--- src/rtl/bvg_pkg.sv ---
// ----------------------------------------------------------------------------
// bvg_pkg
// Shared types, register indexes, reset values and curve helpers for the
// battery voltage gauge.
// ----------------------------------------------------------------------------
package bvg_pkg;

  // field widths
  localparam int MV_W    = 14;
  localparam int PCT_W   = 7;
  localparam int ANC_W   = 21;
  localparam int CURVE_W = 42;

  // configuration port
  localparam int CFG_IDX_W  = 3;
  localparam int CFG_DATA_W = CURVE_W;

  localparam logic [CFG_IDX_W-1:0] CFG_CURVE_A = 3'd0;
  localparam logic [CFG_IDX_W-1:0] CFG_CURVE_B = 3'd1;
  localparam logic [CFG_IDX_W-1:0] CFG_CURVE_C = 3'd2;
  localparam logic [CFG_IDX_W-1:0] CFG_CURVE_D = 3'd3;
  localparam logic [CFG_IDX_W-1:0] CFG_MIN_MV  = 3'd4;
  localparam logic [CFG_IDX_W-1:0] CFG_MAX_MV  = 3'd5;
  localparam logic [CFG_IDX_W-1:0] CFG_HYST    = 3'd6;

  // register reset values
  localparam logic [MV_W-1:0]  MIN_MV_RST = 14'd3000;
  localparam logic [MV_W-1:0]  MAX_MV_RST = 14'd4500;
  localparam logic [PCT_W-1:0] HYST_RST   = 7'd2;

  // curve and averaging, the scale is a power of two
  localparam int ANCHORS_DEF = 8;
  localparam int EMA_WEIGHT  = 1;
  localparam int EMA_SCALE   = 8;
  localparam int EMA_DIVD_W  = 19;

  // divider step count: quotient bits of the interpolation
  localparam int DIV_CNT_W = 4;
  localparam logic [DIV_CNT_W-1:0] DIV_PCT_STEPS = 4'd8;

  // upper six bits of the voltage sit in the low bits of the first byte
  localparam logic [7:0] VHI_MASK = 8'h3F;

  typedef struct packed {
    logic       voltage_ok;
    logic [7:0] voltage_high;
    logic [7:0] voltage_low;
    logic       status_one_ok;
    logic [7:0] status_one;
    logic       status_two_ok;
    logic [7:0] status_two;
  } bvg_in_t;

  typedef struct packed {
    logic             reading_valid;
    logic [MV_W-1:0]  filtered_mv;
    logic [PCT_W-1:0] shown_pct;
    logic             sample_rejected;
    logic             shown_changed;
    logic [7:0]       status_one_seen;
    logic [7:0]       status_two_seen;
  } bvg_out_t;

  // one anchor word: even anchor in the low half of a register
  function automatic logic [ANC_W-1:0] anchor_word(input logic [3:0][CURVE_W-1:0] curve,
                                                   input logic [2:0] k);
    logic [CURVE_W-1:0] pair;
    pair = curve[k[2:1]];
    return k[0] ? pair[CURVE_W-1:ANC_W] : pair[ANC_W-1:0];
  endfunction

  function automatic logic [MV_W-1:0] anchor_mv(input logic [ANC_W-1:0] w);
    return w[MV_W-1:0];
  endfunction

  function automatic logic [PCT_W-1:0] anchor_pct(input logic [ANC_W-1:0] w);
    return w[ANC_W-1:MV_W];
  endfunction

endpackage

--- src/rtl/bvg_chan_if.sv ---
// ----------------------------------------------------------------------------
// bvg_chan_if
// Valid/ready channel carrying one payload item per transfer.
// ----------------------------------------------------------------------------
interface bvg_chan_if #(
  parameter type payload_t = logic
);
  logic     valid;
  logic     ready;
  payload_t payload;

  modport source (output valid, output payload, input ready);
  modport sink   (input valid, input payload, output ready);
endinterface

--- src/rtl/battery_voltage_gauge_core.sv ---
// ----------------------------------------------------------------------------
// battery_voltage_gauge_core
// Voltage based battery gauge: window check, exponential average, curve
// lookup with interpolation and hysteresis on the shown percent.
// ----------------------------------------------------------------------------
// One poll is handled at a time and in_chan.ready is high only while the
// sequencer is idle. A failed voltage read or a rejected sample goes from the
// check state straight to the output register load; an accepted sample then
// goes through the curve lookup and hysteresis, with no walk when the average
// lies at or beyond an end of the curve and no interpolation on a flat segment.
// The time is set by the anchor walk, one compare per cycle, and by the
// restoring divider, which makes one quotient bit per cycle over 8 steps for
// the interpolation; the average divides by its power-of-two scale with a shift.
// The result sits in an output register, so the next poll can be taken the
// cycle after while the previous result still waits; a result that cannot
// be loaded holds the sequencer until the output register frees up.
// Configuration writes go to plain registers and are meant to happen while
// no poll is in flight.
module battery_voltage_gauge_core #(
  parameter int ANCHORS = bvg_pkg::ANCHORS_DEF
) (
  input  logic                              clk,
  input  logic                              rst_n,
  bvg_chan_if.sink                          in_chan,
  bvg_chan_if.source                        out_chan,
  input  logic                              cfg_we,
  input  logic [bvg_pkg::CFG_IDX_W-1:0]     cfg_idx,
  input  logic [bvg_pkg::CFG_DATA_W-1:0]    cfg_wdata
);
  import bvg_pkg::*;

  localparam int IDX_W = $clog2(ANCHORS);
  localparam logic [IDX_W-1:0] IDX_LAST  = IDX_W'(ANCHORS - 1);
  localparam logic [IDX_W-1:0] IDX_FIRST = IDX_W'(1);
  localparam bit EMA_BYPASS = (EMA_WEIGHT >= EMA_SCALE);
  localparam logic [4:0] EMA_KEEP = 5'(EMA_SCALE - EMA_WEIGHT);
  localparam logic [4:0] EMA_NEW  = 5'(EMA_WEIGHT);

  typedef enum logic [10:0] {
    S_IDLE  = 11'b00000000001,
    S_CHECK = 11'b00000000010,
    S_DIV   = 11'b00000000100,
    S_TOP   = 11'b00000001000,
    S_BOT   = 11'b00000010000,
    S_WALK  = 11'b00000100000,
    S_MUL   = 11'b00001000000,
    S_LOAD  = 11'b00010000000,
    S_APPLY = 11'b00100000000,
    S_HYST  = 11'b01000000000,
    S_DONE  = 11'b10000000000
  } bvg_state_t;

  // control and status state
  bvg_state_t           state_r, state_nxt;
  bvg_in_t              inp_r, inp_nxt;
  logic [3:0][CURVE_W-1:0] curve_r, curve_nxt;
  logic [MV_W-1:0]      min_mv_r, min_mv_nxt;
  logic [MV_W-1:0]      max_mv_r, max_mv_nxt;
  logic [PCT_W-1:0]     hyst_r, hyst_nxt;
  logic [MV_W-1:0]      ema_r, ema_nxt;
  logic [PCT_W-1:0]     pct_r, pct_nxt;
  logic                 have_r, have_nxt;
  logic [7:0]           seen1_r, seen1_nxt;
  logic [7:0]           seen2_r, seen2_nxt;
  logic                 rej_r, rej_nxt;
  logic                 chg_r, chg_nxt;
  logic                 out_valid_r, out_valid_nxt;
  bvg_out_t             out_r, out_nxt;

  // curve walk and interpolation
  logic [IDX_W-1:0]     idx_r, idx_nxt;
  logic [PCT_W-1:0]     seg_pct_r, seg_pct_nxt;
  logic [MV_W-1:0]      up_r, up_nxt;
  logic [MV_W-1:0]      span_mv_r, span_mv_nxt;
  logic signed [7:0]    rise_pct_r, rise_pct_nxt;
  logic signed [21:0]   prod_r, prod_nxt;
  logic                 neg_r, neg_nxt;
  logic [PCT_W-1:0]     new_pct_r, new_pct_nxt;

  // restoring divider
  logic [MV_W-1:0]      rem_r, rem_nxt;
  logic [MV_W-1:0]      shf_r, shf_nxt;
  logic [MV_W-1:0]      div_r, div_nxt;
  logic [DIV_CNT_W-1:0] cnt_r, cnt_nxt;

  // combinational helpers
  logic [MV_W-1:0]      raw_mv;
  logic [2:0]           sel_k;
  logic [ANC_W-1:0]     anc_w, prev_w;
  logic [MV_W:0]        div_cat;
  logic                 div_ge;
  logic [MV_W-1:0]      div_rem_step;
  logic [MV_W-1:0]      div_shf_step;
  logic [EMA_DIVD_W-1:0] ema_divd;
  logic signed [14:0]   up_s;
  logic signed [22:0]   num_s;
  logic [20:0]          num_mag;
  logic signed [9:0]    q_s, v_s;
  logic signed [8:0]    diff_s, h_s;

  assign raw_mv = {inp_r.voltage_high[5:0] & VHI_MASK[5:0], inp_r.voltage_low};

  // anchor selection for the walk
  always_comb begin
    case (state_r)
      S_TOP:   sel_k = 3'd0;
      S_BOT:   sel_k = 3'(IDX_LAST);
      default: sel_k = 3'(idx_r);
    endcase
  end

  assign anc_w  = anchor_word(curve_r, sel_k);
  assign prev_w = anchor_word(curve_r, 3'(idx_r - IDX_FIRST));

  // one divider step
  assign div_cat      = {rem_r, shf_r[MV_W-1]};
  assign div_ge       = (div_cat >= {1'b0, div_r});
  assign div_rem_step = div_ge ? MV_W'(div_cat - {1'b0, div_r}) : div_cat[MV_W-1:0];
  assign div_shf_step = {shf_r[MV_W-2:0], div_ge};

  // weighted average numerator
  assign ema_divd = EMA_DIVD_W'(ema_r) * EMA_DIVD_W'(EMA_KEEP)
                  + EMA_DIVD_W'(raw_mv) * EMA_DIVD_W'(EMA_NEW);

  // interpolation numerator with rounding term, as sign and magnitude
  assign up_s    = $signed({1'b0, up_r});
  assign num_s   = prod_r + $signed({10'b0, span_mv_r[MV_W-1:1]});
  assign num_mag = num_s[22] ? 21'(-num_s) : 21'(num_s);

  // signed quotient added to the lower anchor percent
  assign q_s = neg_r ? -$signed({2'b0, shf_r[7:0]}) : $signed({2'b0, shf_r[7:0]});
  assign v_s = $signed({3'b0, seg_pct_r}) + q_s;

  // hysteresis distance
  assign diff_s = $signed({2'b0, new_pct_r}) - $signed({2'b0, pct_r});
  assign h_s    = $signed({2'b0, hyst_r});

  // configuration writes
  always_comb begin
    curve_nxt  = curve_r;
    min_mv_nxt = min_mv_r;
    max_mv_nxt = max_mv_r;
    hyst_nxt   = hyst_r;
    if (cfg_we) begin
      case (cfg_idx)
        CFG_CURVE_A: curve_nxt[0] = cfg_wdata;
        CFG_CURVE_B: curve_nxt[1] = cfg_wdata;
        CFG_CURVE_C: curve_nxt[2] = cfg_wdata;
        CFG_CURVE_D: curve_nxt[3] = cfg_wdata;
        CFG_MIN_MV:  min_mv_nxt   = cfg_wdata[MV_W-1:0];
        CFG_MAX_MV:  max_mv_nxt   = cfg_wdata[MV_W-1:0];
        CFG_HYST:    hyst_nxt     = cfg_wdata[PCT_W-1:0];
        default: ;
      endcase
    end
  end

  // sequencer
  always_comb begin
    state_nxt     = state_r;
    inp_nxt       = inp_r;
    ema_nxt       = ema_r;
    pct_nxt       = pct_r;
    have_nxt      = have_r;
    seen1_nxt     = seen1_r;
    seen2_nxt     = seen2_r;
    rej_nxt       = rej_r;
    chg_nxt       = chg_r;
    out_valid_nxt = out_valid_r;
    out_nxt       = out_r;
    idx_nxt       = idx_r;
    seg_pct_nxt   = seg_pct_r;
    up_nxt        = up_r;
    span_mv_nxt   = span_mv_r;
    rise_pct_nxt  = rise_pct_r;
    prod_nxt      = prod_r;
    neg_nxt       = neg_r;
    new_pct_nxt   = new_pct_r;
    rem_nxt       = rem_r;
    shf_nxt       = shf_r;
    div_nxt       = div_r;
    cnt_nxt       = cnt_r;

    // result leaves on transfer
    if (out_valid_r && out_chan.ready) begin
      out_valid_nxt = 1'b0;
    end

    case (state_r)
      S_IDLE: begin
        if (in_chan.valid) begin
          inp_nxt   = in_chan.payload;
          rej_nxt   = 1'b0;
          chg_nxt   = 1'b0;
          state_nxt = S_CHECK;
        end
      end

      // status masks, window check, average update
      S_CHECK: begin
        if (!inp_r.voltage_ok) begin
          state_nxt = S_DONE;
        end else begin
          if (inp_r.status_one_ok) seen1_nxt = seen1_r | inp_r.status_one;
          if (inp_r.status_two_ok) seen2_nxt = seen2_r | inp_r.status_two;
          if (raw_mv < min_mv_r || raw_mv > max_mv_r) begin
            rej_nxt   = 1'b1;
            state_nxt = S_DONE;
          end else if (ema_r == '0 || EMA_BYPASS) begin
            ema_nxt   = raw_mv;
            state_nxt = S_TOP;
          end else begin
            ema_nxt   = MV_W'(ema_divd / EMA_SCALE);
            state_nxt = S_TOP;
          end
        end
      end

      // one quotient bit per cycle
      S_DIV: begin
        rem_nxt = div_rem_step;
        shf_nxt = div_shf_step;
        cnt_nxt = cnt_r - 1'b1;
        if (cnt_r == DIV_CNT_W'(1)) begin
          state_nxt = S_APPLY;
        end
      end

      // at or above the first anchor
      S_TOP: begin
        if (ema_r >= anchor_mv(anc_w)) begin
          new_pct_nxt = anchor_pct(anc_w);
          state_nxt   = S_HYST;
        end else begin
          state_nxt = S_BOT;
        end
      end

      // at or below the last anchor
      S_BOT: begin
        if (ema_r <= anchor_mv(anc_w)) begin
          new_pct_nxt = anchor_pct(anc_w);
          state_nxt   = S_HYST;
        end else begin
          idx_nxt   = IDX_FIRST;
          state_nxt = S_WALK;
        end
      end

      // find the segment that holds the average
      S_WALK: begin
        if (ema_r >= anchor_mv(anc_w)) begin
          seg_pct_nxt = anchor_pct(anc_w);
          if (anchor_mv(prev_w) <= anchor_mv(anc_w)) begin
            new_pct_nxt = anchor_pct(anc_w);
            state_nxt   = S_HYST;
          end else begin
            up_nxt       = ema_r - anchor_mv(anc_w);
            span_mv_nxt  = anchor_mv(prev_w) - anchor_mv(anc_w);
            rise_pct_nxt = $signed({1'b0, anchor_pct(prev_w)})
                         - $signed({1'b0, anchor_pct(anc_w)});
            state_nxt    = S_MUL;
          end
        end else begin
          idx_nxt = idx_r + IDX_FIRST;
        end
      end

      S_MUL: begin
        prod_nxt  = up_s * rise_pct_r;
        state_nxt = S_LOAD;
      end

      // quotient fits eight bits since the offset stays below the span
      S_LOAD: begin
        neg_nxt     = num_s[22];
        rem_nxt     = MV_W'(num_mag[20:8]);
        shf_nxt     = {num_mag[7:0], 6'b0};
        div_nxt     = span_mv_r;
        cnt_nxt     = DIV_PCT_STEPS;
        state_nxt   = S_DIV;
      end

      // clamp to the percent range
      S_APPLY: begin
        if (v_s < 0) begin
          new_pct_nxt = '0;
        end else if (v_s > 10'sd127) begin
          new_pct_nxt = '1;
        end else begin
          new_pct_nxt = v_s[PCT_W-1:0];
        end
        state_nxt = S_HYST;
      end

      S_HYST: begin
        if (!have_r || diff_s >= h_s || diff_s <= -h_s) begin
          pct_nxt  = new_pct_r;
          have_nxt = 1'b1;
          chg_nxt  = 1'b1;
        end
        state_nxt = S_DONE;
      end

      // load the output register once it is free
      S_DONE: begin
        if (!out_valid_r || out_chan.ready) begin
          out_valid_nxt           = 1'b1;
          out_nxt.reading_valid   = have_r;
          out_nxt.filtered_mv     = ema_r;
          out_nxt.shown_pct       = pct_r;
          out_nxt.sample_rejected = rej_r;
          out_nxt.shown_changed   = chg_r;
          out_nxt.status_one_seen = seen1_r;
          out_nxt.status_two_seen = seen2_r;
          state_nxt               = S_IDLE;
        end
      end

      default: state_nxt = S_IDLE;
    endcase
  end

  // control registers
  always_ff @(posedge clk) begin
    if (!rst_n) begin
      state_r     <= S_IDLE;
      curve_r     <= '0;
      min_mv_r    <= MIN_MV_RST;
      max_mv_r    <= MAX_MV_RST;
      hyst_r      <= HYST_RST;
      ema_r       <= '0;
      pct_r       <= '0;
      have_r      <= 1'b0;
      seen1_r     <= '0;
      seen2_r     <= '0;
      out_valid_r <= 1'b0;
    end else begin
      state_r     <= state_nxt;
      curve_r     <= curve_nxt;
      min_mv_r    <= min_mv_nxt;
      max_mv_r    <= max_mv_nxt;
      hyst_r      <= hyst_nxt;
      ema_r       <= ema_nxt;
      pct_r       <= pct_nxt;
      have_r      <= have_nxt;
      seen1_r     <= seen1_nxt;
      seen2_r     <= seen2_nxt;
      out_valid_r <= out_valid_nxt;
    end
  end

  // payload and datapath registers
  always_ff @(posedge clk) begin
    inp_r      <= inp_nxt;
    rej_r      <= rej_nxt;
    chg_r      <= chg_nxt;
    out_r      <= out_nxt;
    idx_r      <= idx_nxt;
    seg_pct_r  <= seg_pct_nxt;
    up_r       <= up_nxt;
    span_mv_r  <= span_mv_nxt;
    rise_pct_r <= rise_pct_nxt;
    prod_r     <= prod_nxt;
    neg_r      <= neg_nxt;
    new_pct_r  <= new_pct_nxt;
    rem_r      <= rem_nxt;
    shf_r      <= shf_nxt;
    div_r      <= div_nxt;
    cnt_r      <= cnt_nxt;
  end

  // channel ports
  assign in_chan.ready    = (state_r == S_IDLE);
  assign out_chan.valid   = out_valid_r;
  assign out_chan.payload = out_r;

  // divider remainder always below the divisor while iterating
  a_div_rem: assert property (@(posedge clk) disable iff (!rst_n)
    (state_r == S_DIV) |-> (rem_r < div_r))
    else $error("divider remainder not below divisor");

  // a reading once accepted stays valid
  a_have_sticky: assert property (@(posedge clk) disable iff (!rst_n)
    have_r |=> have_r)
    else $error("reading valid dropped");

  // status masks never lose bits
  a_mask_sticky: assert property (@(posedge clk) disable iff (!rst_n)
    1'b1 |=> ((seen1_r & $past(seen1_r)) == $past(seen1_r))
          && ((seen2_r & $past(seen2_r)) == $past(seen2_r)))
    else $error("status mask lost a bit");

  // a rejected sample never changes the shown percent
  a_rej_chg: assert property (@(posedge clk) disable iff (!rst_n)
    out_valid_r |-> !(out_r.sample_rejected && out_r.shown_changed))
    else $error("rejected sample changed shown percent");

  // a change of the shown percent implies a valid reading
  a_chg_valid: assert property (@(posedge clk) disable iff (!rst_n)
    (out_valid_r && out_r.shown_changed) |-> out_r.reading_valid)
    else $error("shown percent changed without a reading");

endmodule

--- src/flat_wrapper.sv ---
// flat-port wrapper written by rule: the top's interface ports become plain ports
module battery_voltage_gauge_core_flat import bvg_pkg::*;
#(
  parameter int ANCHORS = bvg_pkg::ANCHORS_DEF
)
  (clk, rst_n, cfg_we, cfg_idx, cfg_wdata, in_chan_valid, in_chan_payload, in_chan_ready, out_chan_valid, out_chan_payload, out_chan_ready);
  bvg_chan_if #(.payload_t(bvg_in_t)) in_chan_i ();
  bvg_chan_if #(.payload_t(bvg_out_t)) out_chan_i ();
  input  logic clk;
  input  logic rst_n;
  input  logic cfg_we;
  input  logic [bvg_pkg::CFG_IDX_W-1:0] cfg_idx;
  input  logic [bvg_pkg::CFG_DATA_W-1:0] cfg_wdata;
  input wire logic [$bits(in_chan_i.valid)-1:0] in_chan_valid;
  input wire logic [$bits(in_chan_i.payload)-1:0] in_chan_payload;
  output wire logic [$bits(in_chan_i.ready)-1:0] in_chan_ready;
  output wire logic [$bits(out_chan_i.valid)-1:0] out_chan_valid;
  output wire logic [$bits(out_chan_i.payload)-1:0] out_chan_payload;
  input wire logic [$bits(out_chan_i.ready)-1:0] out_chan_ready;
  assign in_chan_i.valid = in_chan_valid;
  assign in_chan_i.payload = in_chan_payload;
  assign in_chan_ready = in_chan_i.ready;
  assign out_chan_valid = out_chan_i.valid;
  assign out_chan_payload = out_chan_i.payload;
  assign out_chan_i.ready = out_chan_ready;
  battery_voltage_gauge_core #(.ANCHORS(ANCHORS)) u_core (.clk(clk), .rst_n(rst_n), .in_chan(in_chan_i), .out_chan(out_chan_i), .cfg_we(cfg_we), .cfg_idx(cfg_idx), .cfg_wdata(cfg_wdata));
endmodule
--- config.mk ---
export PLATFORM = sky130hd
export DESIGN_NAME = battery_voltage_gauge_core_flat
export DESIGN_NICKNAME = d
export VERILOG_FILES = /design/src/rtl/bvg_pkg.sv /design/src/rtl/bvg_chan_if.sv /design/src/rtl/battery_voltage_gauge_core.sv /design/src/flat_wrapper.sv
export SDC_FILE = /design/constraint.sdc
export NUM_CORES = 1
export LEC_CHECK = 0
export BUFFER_PORTS_ARGS = -buffer_cell sky130_fd_sc_hd__clkbuf_2
export CORE_UTILIZATION = 27
export DETAILED_ROUTE_END_ITERATION = 8
export PLACE_DENSITY_LB_ADDON = 0.08
export SYNTH_ARGS = -nofsm -noshare
export SYNTH_HDL_FRONTEND = slang
export SYNTH_SLANG_ARGS = --single-unit
--- constraint.sdc ---
create_clock -name clk -period 6.8 [get_ports clk]
set_input_delay 0.34 -clock clk [delete_from_list [all_inputs] [get_ports clk]]
set_output_delay 0.34 -clock clk [all_outputs]
set_load 0.1 [all_outputs]
### Word level (Yosys, flattened, before mapping)

Cells that the tools add are included.

* $add $sub $neg: 14
* multiply operators: 2
* order comparisons: 12
* eq/ne operators: 30
* multiplexer cells: 43
* bitwise gates (word level): 4
* reduce and logical (&&, ||, !) cells: 34

Operators by type and width (count)
* 42-bit binary-select mux with 2-bit select: 2
* 11-bit one-hot mux with 11 select lines: 1
* 42-bit 2-to-1 mux: 2
* 11-bit 2-to-1 mux: 6
* 21-bit 2-to-1 mux: 3
* 14-bit one-hot mux with 2 select lines: 2
* 7-bit 2-to-1 mux: 6
* 14-bit subtractor: 3
* 10-bit 2-to-1 mux: 4
* 14-bit <= comparator: 2
* 14-bit 2-to-1 mux: 2
* 7-bit one-hot mux with 4 select lines: 1
* 22-bit by 14-bit adder with 23-bit output: 1
* 15-bit by 8-bit multiplier with 22-bit output: 1
* 2-bit AND reduction: 11
* 21-bit negation: 1
* 2-bit by 1-bit inequality test with 1-bit output, second input constant: 9
* 3-bit AND reduction: 6
* 17-bit by 14-bit adder with 17-bit output: 1
* 14-bit by 3-bit multiplier with 17-bit output, second input constant: 1
* 8-bit OR: 2
* 7-bit by 7-bit subtractor with 8-bit output: 2
* 15-bit by 14-bit greater-or-equal comparator with 1-bit output: 1
* 14-bit greater-or-equal comparator: 1
* other kinds (44): 68

* bits in registers: 450
* bits of input ports: 85
* word-level logic and storage cells: 181

### Longest topological paths before layout

Gate-level depths: netlist (run 1).

* word-level depth: 9
* depth in mapped cells: 23

### Least setup slack after synthesis (run 1)

OpenSTA, ideal clock, no wires.

* path kind: flip-flop to flip-flop
* from: reg u_core.idx_r[0]
* to: reg u_core.rise_pct_r[0] (enable)
* setup time: 0.429 ns
* arrival: 5.751 ns
* setup slack: 0.620 ns
* stages on the path, launching flop included: 18
* period minus slack after synthesis: 6.180 ns
* cells stage by stage: edfxtp_1 clkbuf_1 inv_1 buf_1 ha_1 xor2_1 clkbuf_1 mux4_2 nand2_1 nand2_1 ha_1 nand2_1 a2111oi_0 o41ai_1 nand2b_1 a221o_1 nand3_1 nor2_1

* longest elaborated chain between the ends: 7

RTL lines
* start: declaration: RTL line battery_voltage_gauge_core.sv:71 `logic [IDX_W-1:0] idx_r, idx_nxt;`
* start signal: assignment: RTL line battery_voltage_gauge_core.sv:359 `idx_r <= idx_nxt;`
* 3-bit by 1-bit subtractor with 3-bit output: RTL line battery_voltage_gauge_core.sv:113 `assign prev_w = anchor_word(curve_r, 3'(idx_r - IDX_FIRST));`
* 42-bit binary-select mux with 2-bit select: RTL line bvg_pkg.sv:68 `pair = curve[k[2:1]];`
* 42-bit 2-to-1 mux (not written as such): RTL line bvg_pkg.sv:68
* 21-bit 2-to-1 mux: RTL line bvg_pkg.sv:69 `return k[0] ? pair[CURVE_W-1:ANC_W] : pair[ANC_W-1:0];`
* 14-bit <= comparator: RTL line battery_voltage_gauge_core.sv:254 `if (anchor_mv(prev_w) <= anchor_mv(anc_w)) begin`
* 1-bit NOT (no source line)
* 3-bit AND reduction (no source line) (*)
* end signal: assignment: RTL line battery_voltage_gauge_core.sv:363 `rise_pct_r <= rise_pct_nxt;`
* end: declaration: RTL line battery_voltage_gauge_core.sv:75 `logic signed [7:0] rise_pct_r, rise_pct_nxt;`

Every way passes the cells marked *; elsewhere a longest branch is shown, timed or not. The select of a mux whose other input is x is not followed.
A chain may end at the register's enable or synchronous reset.

### Final worst setup path (run 1)

* from: reg u_core.state_r[1]
* to: reg u_core.new_pct_r[3] (enable)

* longest elaborated chain between the ends: 8

RTL lines
* start: declaration: RTL line battery_voltage_gauge_core.sv:54 `bvg_state_t state_r, state_nxt;`
* start signal: assignment: RTL line battery_voltage_gauge_core.sv:339 `state_r <= state_nxt;`
* 11-bit by 5-bit == test with 1-bit output or 11-bit by 4-bit == test with 1-bit output (tied branches): RTL line battery_voltage_gauge_core.sv:105, battery_voltage_gauge_core.sv:189
* 3-bit one-hot mux with 2 select lines: RTL line battery_voltage_gauge_core.sv:105 `case (state_r)`
* 42-bit binary-select mux with 2-bit select: RTL line bvg_pkg.sv:68
* 42-bit 2-to-1 mux (not written as such): RTL line bvg_pkg.sv:68
* 21-bit 2-to-1 mux: RTL line bvg_pkg.sv:69
* 14-bit <= comparator (tied with other cells): RTL line battery_voltage_gauge_core.sv:254
* 2-bit by 1-bit inequality test with 1-bit output (no source line)
* 5-bit AND reduction (no source line) (*)
* end signal: assignment: RTL line battery_voltage_gauge_core.sv:366 `new_pct_r <= new_pct_nxt;`
* end: declaration: RTL line battery_voltage_gauge_core.sv:78 `logic [PCT_W-1:0] new_pct_r, new_pct_nxt;`

Marks and branches as above.

==> impl_metrics.tcl, run 1 <==
set metrics [dict create \
    syn_area_per_cell_um2 9.033 \
    critPathMaxFanout 13 \
    critPathCaptureType "flip-flop" \
    grt_start_max_net_pins 202 \
    drc 0 \
    synth_top_area_share_pct 20.73 \
    finalCritPeriodShare_pct 86.88 \
    hold_path.class "input port to flip-flop" \
    total_power_mw 6.995 \
    finalHoldViolations 0 \
    routed_via_density 4.875 \
    wl_mm 93.83 \
    yosys_warnings 0 \
    cp_slowest_cell "o21ai_0" \
    cp-start-kind "flip-flop" \
    synth_edf_count 197 \
    cpLargestDelayFamily "simple AND/OR/NAND/NOR gates" \
    tritoncts "done" \
    grt_pass1_vias 23260 \
    rows 118 \
    finClkSkew_ns 0.01682 \
    maxCapViolations 0 \
    start_util_pct 27.41 \
    synth_cells 3159 \
    period_minus_slack_ns 5.908 \
    grtUsageTotal_pct 17.37 \
    status "finished clean" \
    synth-main-ff-cell "dfxtp_1" \
    drive_above_1_share_pct 10.60 \
    r2r_setup_slack_ns 0.89 \
    multi_input_area_um2 16220 \
    tns_ns 0 \
    synthToLayoutAreaGrowth_pct 17.55 \
    critPathMostFrequentCell "o21ai_0" \
    dp_hpwl_mm 67.00 \
    syn_area_um2 28530 \
    hold_end "u_core.curve_r[66]" \
    cts_buffers 57 \
    r2r-end "u_core.new_pct_r[3]" \
    initialDrtViolationCount 1437 \
    rr_worst_depth 19 \
    fill_cells 10890 \
    dr.pass1.iters 5 \
    synth_seq_cells 450 \
    finalSetupViolations 0 \
    synth.area.top_cells "edfxtp_1, dfxtp_1, nand2_1, ha_1, fa_1" \
    routedWlPerCell_um 19.79 \
    cts_max_path_buffers 3 \
    fin_util_pct 32.23 \
    nets 3703 \
    cts.sinks 450 \
    overflow 0 \
    cp.arrival_ns 6.21 \
    seq_area_um2 10980 \
    vias 23110 \
    die_w_um 327.1 \
    hold_depth 3 \
    async_flop_share_pct 0 \
    tightest_slew_ns 1.157 \
    seq_area_frac_synth_pct 38.48 \
    maxSlewViolCount 0 \
    grt_pass1_wl_mm 142.7 \
    max_freq_mhz 169.3 \
    cp.required_ns 7.10 \
    slowest_delay_ns 0.68 \
    post_cts_resized 0 \
    gp_congestion 0.8090 \
    power_density_nw_per_um2 208.5 \
    die-area_um2 107000 \
    io_buffers 124 \
    ir_worst_vdd_uv 192.2 \
    rsz0062_at_grt "no" \
    cts_root_buffer "clkbuf_16" \
    htree_num_levels 2 \
    p_leak_nw 13.31 \
    synth_top_cell_by_area "edfxtp_1" \
    io_pins 127 \
    cp_cell_sequence "or4_4, nor4_2, buf_4, nor2_2, nor2_4, nand2_1, nand3_1, o21ai_0, o21ai_0, inv_1, fa_1, a21o_1, o2111ai_1, o31ai_1, or3_1, a31oi_1, mux2i_1, a41o_1, and3_1" \
    dieHeight_um 327.1 \
    clk_latency_ns 0.64 \
    relSlewSlack_pct 22.88 \
    core_um2 104100 \
    cp.buffers_inverters 2 \
    hold_start "cfg_wdata[24]" \
    crit_type "flip-flop to flip-flop" \
    syn_nets 3550 \
    yosysUniqueCellTypes 79 \
    ant_nets 0 \
    clk_pin_slew_worst_paths_ns 0.06 \
    grt_antenna_before_repair 3 \
    timing.rr.start "u_core.state_r[1]" \
]
-- layout make-up --
type,instances,share of cell area (%)
timing repair buffer,233,4.775
tap,1380,5.148
sequential,450,32.74
clock inverter,27,1.257
clock buffer,79,4.957
inverter,245,2.757
antenna,2,0.01492
multi-input combinational,2325,48.35
-- tightest hold or removal path, cell delays in order --
cell	delay (ns)
clkbuf_2	0.15
nand2_1	0.08
a21oi_1	0.05
-- synthesized netlist by cell type, types with 5 or more instances --
| library cell | n |
|---|---|
| a21o_1 | 34 |
| clkbuf_1 | 129 |
| o22ai_1 | 8 |
| dfxtp_1 | 253 |
| a31oi_1 | 25 |
| a21oi_1 | 297 |
| o21a_1 | 18 |
| nor2b_1 | 28 |
| mux2i_1 | 23 |
| o21ai_0 | 83 |
| a311oi_1 | 8 |
| nand4_1 | 17 |
| a21boi_0 | 8 |
| mux2_2 | 8 |
| nor3_1 | 34 |
| xnor2_1 | 78 |
| nand2_1 | 710 |
| nand2b_1 | 25 |
| a211oi_1 | 38 |
| nor2_1 | 146 |
| inv_1 | 244 |
| nor4_1 | 14 |
| or3b_2 | 5 |
| fa_1 | 105 |
| and2_1 | 87 |
| a211o_1 | 6 |
| or3_1 | 14 |
| o31ai_1 | 6 |
| ha_1 | 201 |
| nor3b_1 | 10 |
| mux4_2 | 42 |
| nand3_1 | 60 |
| a221oi_1 | 8 |
| xor2_1 | 47 |
| o21bai_1 | 11 |
| o41ai_1 | 5 |
| o211ai_1 | 22 |
| edfxtp_1 | 197 |
| and3_1 | 25 |
| buf_1 | 10 |
-- layer usage --
metal  up-vias  GRT usage [%]  share of wire [%]
li1      11170              -                  -
met1     11330          23.20                 46
met2       478          29.26                 47
met3       133          2.204                4.1
met4         4          5.018                2.5
met5         -              0              0.029
-- registers in the layout, summed over array words and instances, names as in the netlist, 11 cells and up --
signal,flops
u_core.max_mv_r,14
u_core.span_mv_r,14
u_core.prod_r,22
u_core.min_mv_r,14
u_core.curve_r,168
u_core.ema_r,14
u_core.shf_r,14
u_core.rem_r,14
u_core.state_r,11
u_core.up_r,14
u_core.out_chan.payload,40
u_core.inp_r,33
u_core.div_r,14
-- how the worst max path moves through the flow --
stage | start | to | depth (start not counted)
after floorplan | u_core.idx_r[0] | u_core.rise_pct_r[0] | 17
after global placement | u_core.state_r[0] | u_core.new_pct_r[0] | 22
after detailed placement | u_core.state_r[0] | u_core.new_pct_r[3] | 22
after CTS | u_core.state_r[0] | u_core.new_pct_r[3] | 22
after global routing | u_core.state_r[0] | u_core.new_pct_r[3] | 22
final | u_core.state_r[1] | u_core.new_pct_r[3] | 19
-- power by group --
| part | switching [mW] | internal, mW |
|---|---|---|
| clock network | 1.26 | 2.09 |
| registers | 0.0711 | 2.89 |
| logic | 0.422 | 0.255 |
| total | 1.76 | 5.24 |
-- what timing repair did --
item                       CTS  global route
setup endpoints to repair    0             0
buffers inserted             0             0
hold endpoints to repair   141             0
hold buffers                60             0
-- layout by cell type, fill, tap and decap left out, types with 87 or more instances in the layout --
cell        n
nand2_1   710
a21oi_1   297
dfxtp_1   253
inv_1     244
ha_1      200
edfxtp_1  197
nor2_1    141
clkbuf_2  124
fa_1      105
and2_1     87
-- per-stage QoR --
step | hold WS [ns] | std cells | cell area (um2) | setup slack, ns
6_report | 0.03631 | 4741 | 33540 | 0.8925
5_1_grt | 0.04263 | 4739 | 33540 | 0.5083
4_1_cts | 0.0003226 | 4739 | 33540 | 0.8616
2_1_floorplan | 0.4003 | 3159 | 28530 | 0.6203
3_5_place_dp | 0.4108 | 4573 | 30850 | 0.8926
3_3_place_gp | 0.4123 | 4573 | 30850 | 0.9298
-- cells by family after synthesis --
family                     after synthesis  share of synthesized area [%]
adders and majority gates              309                          16.29
xor gates and xnor gates               125                          3.837
AOI/OAI and AO/OA                      619                          13.29
buffers and inverters                  384                          5.051
and+or+nand+nor                       1199                          18.62
muxes                                   73                          4.437
DFF                                    450                          38.48
Power figures use the tool's default switching activity.
==> run 2: changes to the inputs <==
GPL_TIMING_DRIVEN = 0   (was unset)
==> impl_metrics.tcl, run 2 (synthesized netlist as in run 1, its figures left out) <==
set metrics [dict create \
    finClkSkew_ns 0.03862 \
    dp_hpwl_mm 78.94 \
    rr_worst_depth 17 \
    busiest_layer "met2" \
    ant_nets 0 \
    placed_area_um2 31000 \
    die-area_um2 107000 \
    finalHoldViolations 0 \
    rsz0062_at_grt "no" \
    routed_via_density 4.798 \
    ir_worst_vdd_uv 181.3 \
    tns_ns 0 \
    core_um2 104100 \
    cp.arrival_ns 6.67 \
    tightest_slew_ns 1.376 \
    cts_max_path_buffers 3 \
    hold_depth 3 \
    rows 118 \
    htree_num_levels 2 \
    r2r_setup_slack_ns 0.40 \
    cts.sinks 450 \
    cts_buffers 57 \
    die_w_um 327.1 \
    status "finished clean" \
    dp.cells 4666 \
    tritoncts "done" \
    gp_congestion 0.8458 \
    layout_commonest_cell "nand2_1" \
    grt_start_max_net_pins 34 \
    grt_antenna_before_repair 0 \
    dieHeight_um 327.1 \
    finalNonFillerCells 4836 \
    layout_common_cells "nand2_1, a21oi_1, dfxtp_1, inv_1, ha_1" \
    largest_reg_flops 168 \
    use_met1_pct 26.35 \
    top_register "u_core.curve_r" \
    grt_pass1_vias 23130 \
    overflow 0 \
    synthToLayoutAreaGrowth_pct 17.80 \
    routedWlPerCell_um 20.98 \
    grt_use_met2_pct 30.43 \
    vias 23200 \
    maxSlewViolCount 0 \
    timing.rr.start "u_core.idx_r[0]" \
    fill_cells 11080 \
    hold_end "u_core.curve_r[136]" \
    hold_path.class "input port to flip-flop" \
    max_freq_mhz 156.3 \
    hold_start "cfg_wdata[10]" \
    clk_latency_ns 0.65 \
    cp.required_ns 7.08 \
    p_leak_nw 13.21 \
    grt_pass1_wl_mm 151.2 \
    io_buffers 121 \
    cts_root_buffer "clkbuf_16" \
    start_util_pct 27.41 \
    crit_type "flip-flop to flip-flop" \
    initialDrtViolationCount 1354 \
    nets 3798 \
    relSlewSlack_pct 8.093 \
    finalSetupViolations 0 \
    critPathMaxFanout 10 \
    clk_pin_slew_worst_paths_ns 0.06 \
    drc 0 \
    cp-start-kind "flip-flop" \
    critPathCaptureType "flip-flop" \
    grtUsageTotal_pct 18.77 \
    wl_mm 101.5 \
    dr.pass1.iters 5 \
    maxCapViolations 0 \
    period_minus_slack_ns 6.396 \
    finalCritPeriodShare_pct 94.06 \
    r2r-end "u_core.new_pct_r[4]" \
    power_density_nw_per_um2 202.3 \
    drive_above_1_share_pct 9.207 \
    io_pins 127 \
    grt_use_met3_pct 2.337 \
    final_area_um2 33610 \
]
==> run 2: cell count changes in the layout (fill, tap and decap cells not counted), sizes merged <==
| cell | change |
|---|---|
| inv | +3 |
| bufinv | -4 |
| clkinv | +3 |
| buf | -31 |
| clkbuf | +118 |
| clkinvlp | +5 |
| dlygate4sd3 | +1 |
==> run 2: layout make-up <==
| type | instances | area [um2] | area share (%) |
|---|---|---|---|
| Antenna cell | 2 | 5.005 | 0.01489 |
| Buffer | 138 | 531.8 | 1.582 |
| Clock buffer | 72 | 1554 | 4.623 |
| Clock inverter | 34 | 364.1 | 1.083 |
| Inverter | 245 | 919.6 | 2.736 |
| Multi-Input combinational cell | 2325 | 16190 | 48.16 |
| Sequential cell | 450 | 10980 | 32.67 |
| Tap cell | 1380 | 1727 | 5.137 |
| Timing Repair Buffer | 190 | 1345 | 4.001 |
==> run 2: critical path, cell delays in order (launching register included) <==
cell	delay (ns)
edfxtp_1	0.39
clkbuf_1	0.28
inv_1	0.23
buf_1	0.58
ha_1	0.27
xor2_1	0.48
clkbuf_2	0.55
mux4_2	0.59
mux2i_1	0.30
ha_1	0.25
fa_1	0.28
nor3_1	0.08
and3_1	0.21
o41ai_1	0.30
nand2b_1	0.17
a221o_1	0.35
nand3_1	0.24
and3_1	0.44
==> run 2: worst max path at each step <==
stage	startpoint	end	slack (ns)	cells past startpoint
after floorplan	u_core.idx_r[0]	u_core.rise_pct_r[0]	0.62	17
after global placement	u_core.state_r[10]	u_core.up_r[13]	-2.07	17
after detailed placement	u_core.state_r[3]	u_core.new_pct_r[2]	-0.46	22
after CTS	u_core.state_r[10]	u_core.up_r[12]	0.06	18
after global routing	u_core.state_r[3]	u_core.new_pct_r[4]	0.04	22
final	u_core.idx_r[0]	u_core.new_pct_r[4]	0.40	17
==> run 2: report_power, final <==
| group | total, mW | leakage, nW | switching (mW) | internal [mW] |
|---|---|---|---|---|
| clock network | 3.14 | 0.931 | 1.29 | 1.85 |
| registers | 2.98 | 3.88 | 0.0813 | 2.89 |
| logic | 0.681 | 8.40 | 0.429 | 0.252 |
| total | 6.80 | 13.2 | 1.80 | 5.00 |
==> run 2: per-layer routing <==
metal,vias up,wire length (um)
met5,-,0
met1,11280,48690
met2,436,46610
li1,11370,-
met4,0,2289
met3,117,3880
==> run 2: per-stage QoR <==
step / utilization (%) / power (mW) / setup slack, ns / hold slack (ns)
2_1_floorplan: - / 3.422 / 0.6203 / 0.4003
4_1_cts: 32.23 / 6.893 / 0.06373 / 0.003075
3_3_place_gp: 29.65 / 3.688 / -2.065 / 0.4014
6_report: 32.29 / 6.799 / 0.4038 / 0.03173
5_1_grt: 32.29 / 7.058 / 0.03935 / 0.03993
3_5_place_dp: 29.78 / 3.687 / -0.4551 / 0.4056
==> run 2: timing repair <==
action	in CTS	in global routing
gates resized for setup	6	22
hold buffers	61	0
setup endpoints to repair	49	45
pin swaps	1	1
buffers inserted	1	1
endpoints found under the hold margin	143	0
==> run 3: changes to the inputs <==
ABC_CLOCK_PERIOD_IN_PS = 5500   (was unset)
clock period = 5.5 ns   (was 6.8 ns; I/O delays follow)
==> impl_metrics.tcl, run 3 (synthesized netlist as in run 1, its figures left out) <==
set metrics [dict create \
    finalHoldViolations 0 \
    critPathCaptureType "flip-flop" \
    drc 0 \
    finalCritPeriodShare_pct 98.45 \
    dp.cells 4664 \
    tns_ns 0 \
    start_util_pct 27.41 \
    finalNonFillerCells 4875 \
    r2r-end "u_core.prod_r[13]" \
    cts.sinks 450 \
    rsz0062_at_grt "yes" \
    pwr-share-comb_pct 10.3 \
    htree_num_levels 2 \
    vias 23340 \
    cp.arrival_ns 5.81 \
    rows 118 \
    routed_via_density 4.788 \
    tritoncts "done" \
    synthToLayoutAreaGrowth_pct 20.03 \
    endpoint "u_core.prod_r[13]" \
    finClkSkew_ns 0.03082 \
    relSlewSlack_pct 7.555 \
    ir_worst_vdd_uv 223.1 \
    maxSlewViolCount 0 \
    grtUsageTotal_pct 18.81 \
    clk_latency_ns 0.64 \
    wl_mm 101.7 \
    routedWlPerCell_um 20.85 \
    gp_congestion 0.8294 \
    core_um2 104100 \
    layout_commonest_cell "nand2_1" \
    grt_start_max_net_pins 34 \
    overflow 0 \
    largest_reg_flops 168 \
    layout_common_cells "nand2_1, a21oi_1, dfxtp_1, inv_1" \
    timing.rr.start "u_core.up_r[5]" \
    switchingPower_mw 2.208 \
    nets 3842 \
    dieHeight_um 327.1 \
    grt_antenna_before_repair 1 \
    grt_pass1_wl_mm 150.5 \
    finalSetupViolations 0 \
    grt_pass1_vias 23050 \
    p_leak_nw 13.53 \
    critPathMaxFanout 4 \
    initialDrtViolationCount 1360 \
    drive_above_1_share_pct 11.76 \
    io_buffers 121 \
    clk_pin_slew_worst_paths_ns 0.07 \
    period_minus_slack_ns 5.415 \
    cp.required_ns 5.90 \
    power_density_nw_per_um2 243.4 \
    top_register "u_core.curve_r" \
    dr.pass1.iters 5 \
    cts_root_buffer "clkbuf_16" \
    cp-start-kind "flip-flop" \
    status "finished clean" \
    io_pins 127 \
    dp_hpwl_mm 78.83 \
    swShare_pct 26.49 \
    maxCapViolations 0 \
    rr_worst_depth 22 \
    antenna_cells 0 \
    cellInternalPower_mw 6.128 \
    hold_path.class "input port to flip-flop" \
    die_w_um 327.1 \
    tightest_slew_ns 1.384 \
    r2r_setup_slack_ns 0.09 \
    max_freq_mhz 184.7 \
    seq_power_share_pct 44.1 \
    crit_type "flip-flop to flip-flop" \
    cts_max_path_buffers 3 \
    die-area_um2 107000 \
    ant_nets 0 \
    critPathLaunch "u_core.up_r[5]" \
    cts_buffers 57 \
    power.share.clock_pct 45.6 \
]
[run 3: changes by cell type in the layout (fill, tap and decap cells not counted), sizes merged]
cell	before	now
buf	18	73
dlygate4sd3	61	66
clkinv	17	14
clkbuf	321	309
inv	250	246
nor2	146	147
diode	2	0
bufinv	6	5
[run 3: worst min path at each step]
stage | from | to | slack [ns] | cells after the start
after floorplan | in_chan_payload[0] | u_core.inp_r[0] | 0.37 | 0
after global placement | u_core.chg_r | u_core.out_chan.payload[16] | 0.41 | 0
after detailed placement | u_core.chg_r | u_core.out_chan.payload[16] | 0.41 | 0
after CTS | cfg_wdata[5] | u_core.curve_r[5] | 0.01 | 3
after global routing | cfg_wdata[5] | u_core.curve_r[5] | 0.03 | 3
final | cfg_wdata[11] | u_core.curve_r[95] | 0.04 | 3
[run 3: cell type report]
class	instances	area, um2
Buffer	131	628.1
Clock buffer	77	1573
Clock inverter	26	287.8
Fill cell	11030	69840
Inverter	245	919.6
Multi-Input combinational cell	2326	16380
Sequential cell	450	10980
Tap cell	1380	1727
Timing Repair Buffer	240	1749
[run 3: power groups by stage]
stage	combinational (mW)	sequential (mW)	clock, mW
finish	0.861	3.68	3.80
global route	0.956	3.68	4.03
CTS	0.868	3.68	3.92
detailed placement	0.813	3.75	0
global placement	0.815	3.75	0
floorplan	0.525	3.71	0
[run 3: stage by stage]
step | power [mW] | area [um2] | hold WS [ns] | setup slack [ns] | utilization, %
global placement | 4.566 | 30870 | 0.4064 | -1.776 | 29.66
CTS | 8.463 | 34070 | 0.01068 | 0.001779 | 32.73
detailed placement | 4.563 | 30960 | 0.4061 | -1.724 | 29.75
global route | 8.675 | 34250 | 0.03028 | -0.02889 | 32.91
finish | 8.336 | 34250 | 0.03815 | 0.08539 | 32.91
floorplan | 4.232 | 28540 | 0.3739 | 0.2678 | -
[run 3: metal layers]
| metal | GRT usage (%) | share of wire [%] |
|---|---|---|
| met5 | 0 | 0.019 |
| met1 | 25.98 | 47 |
| met4 | 5.607 | 2.8 |
| met2 | 30.21 | 46 |
| met3 | 2.828 | 4.4 |
[run 3: critical path: stages, from the launching register on]
cell      delay, ns
edfxtp_1       0.50
buf_6          0.17
and2_4         0.15
fa_1           0.50
fa_1           0.53
fa_1           0.50
inv_1          0.05
fa_1           0.56
inv_1          0.05
ha_2           0.18
or3_1          0.36
o211ai_1       0.33
a21boi_1       0.14
buf_4          0.15
buf_4          0.12
buf_4          0.13
buf_4          0.13
buf_4          0.12
buf_4          0.12
buf_4          0.12
buf_4          0.12
nor3_2         0.09
nor2_1         0.06
[run 3: repair_timing]
| action | 4_1_cts | 5_1_grt |
|---|---|---|
| setup endpoints to repair | 89 | 60 |
| hold buffers | 66 | 0 |
| endpoints found under the hold margin | 167 | 0 |
| pin swaps | 19 | 22 |
| gates cloned | 1 | 0 |
| setup buffers | 37 | 12 |
| gates resized for setup | 92 | 49 |
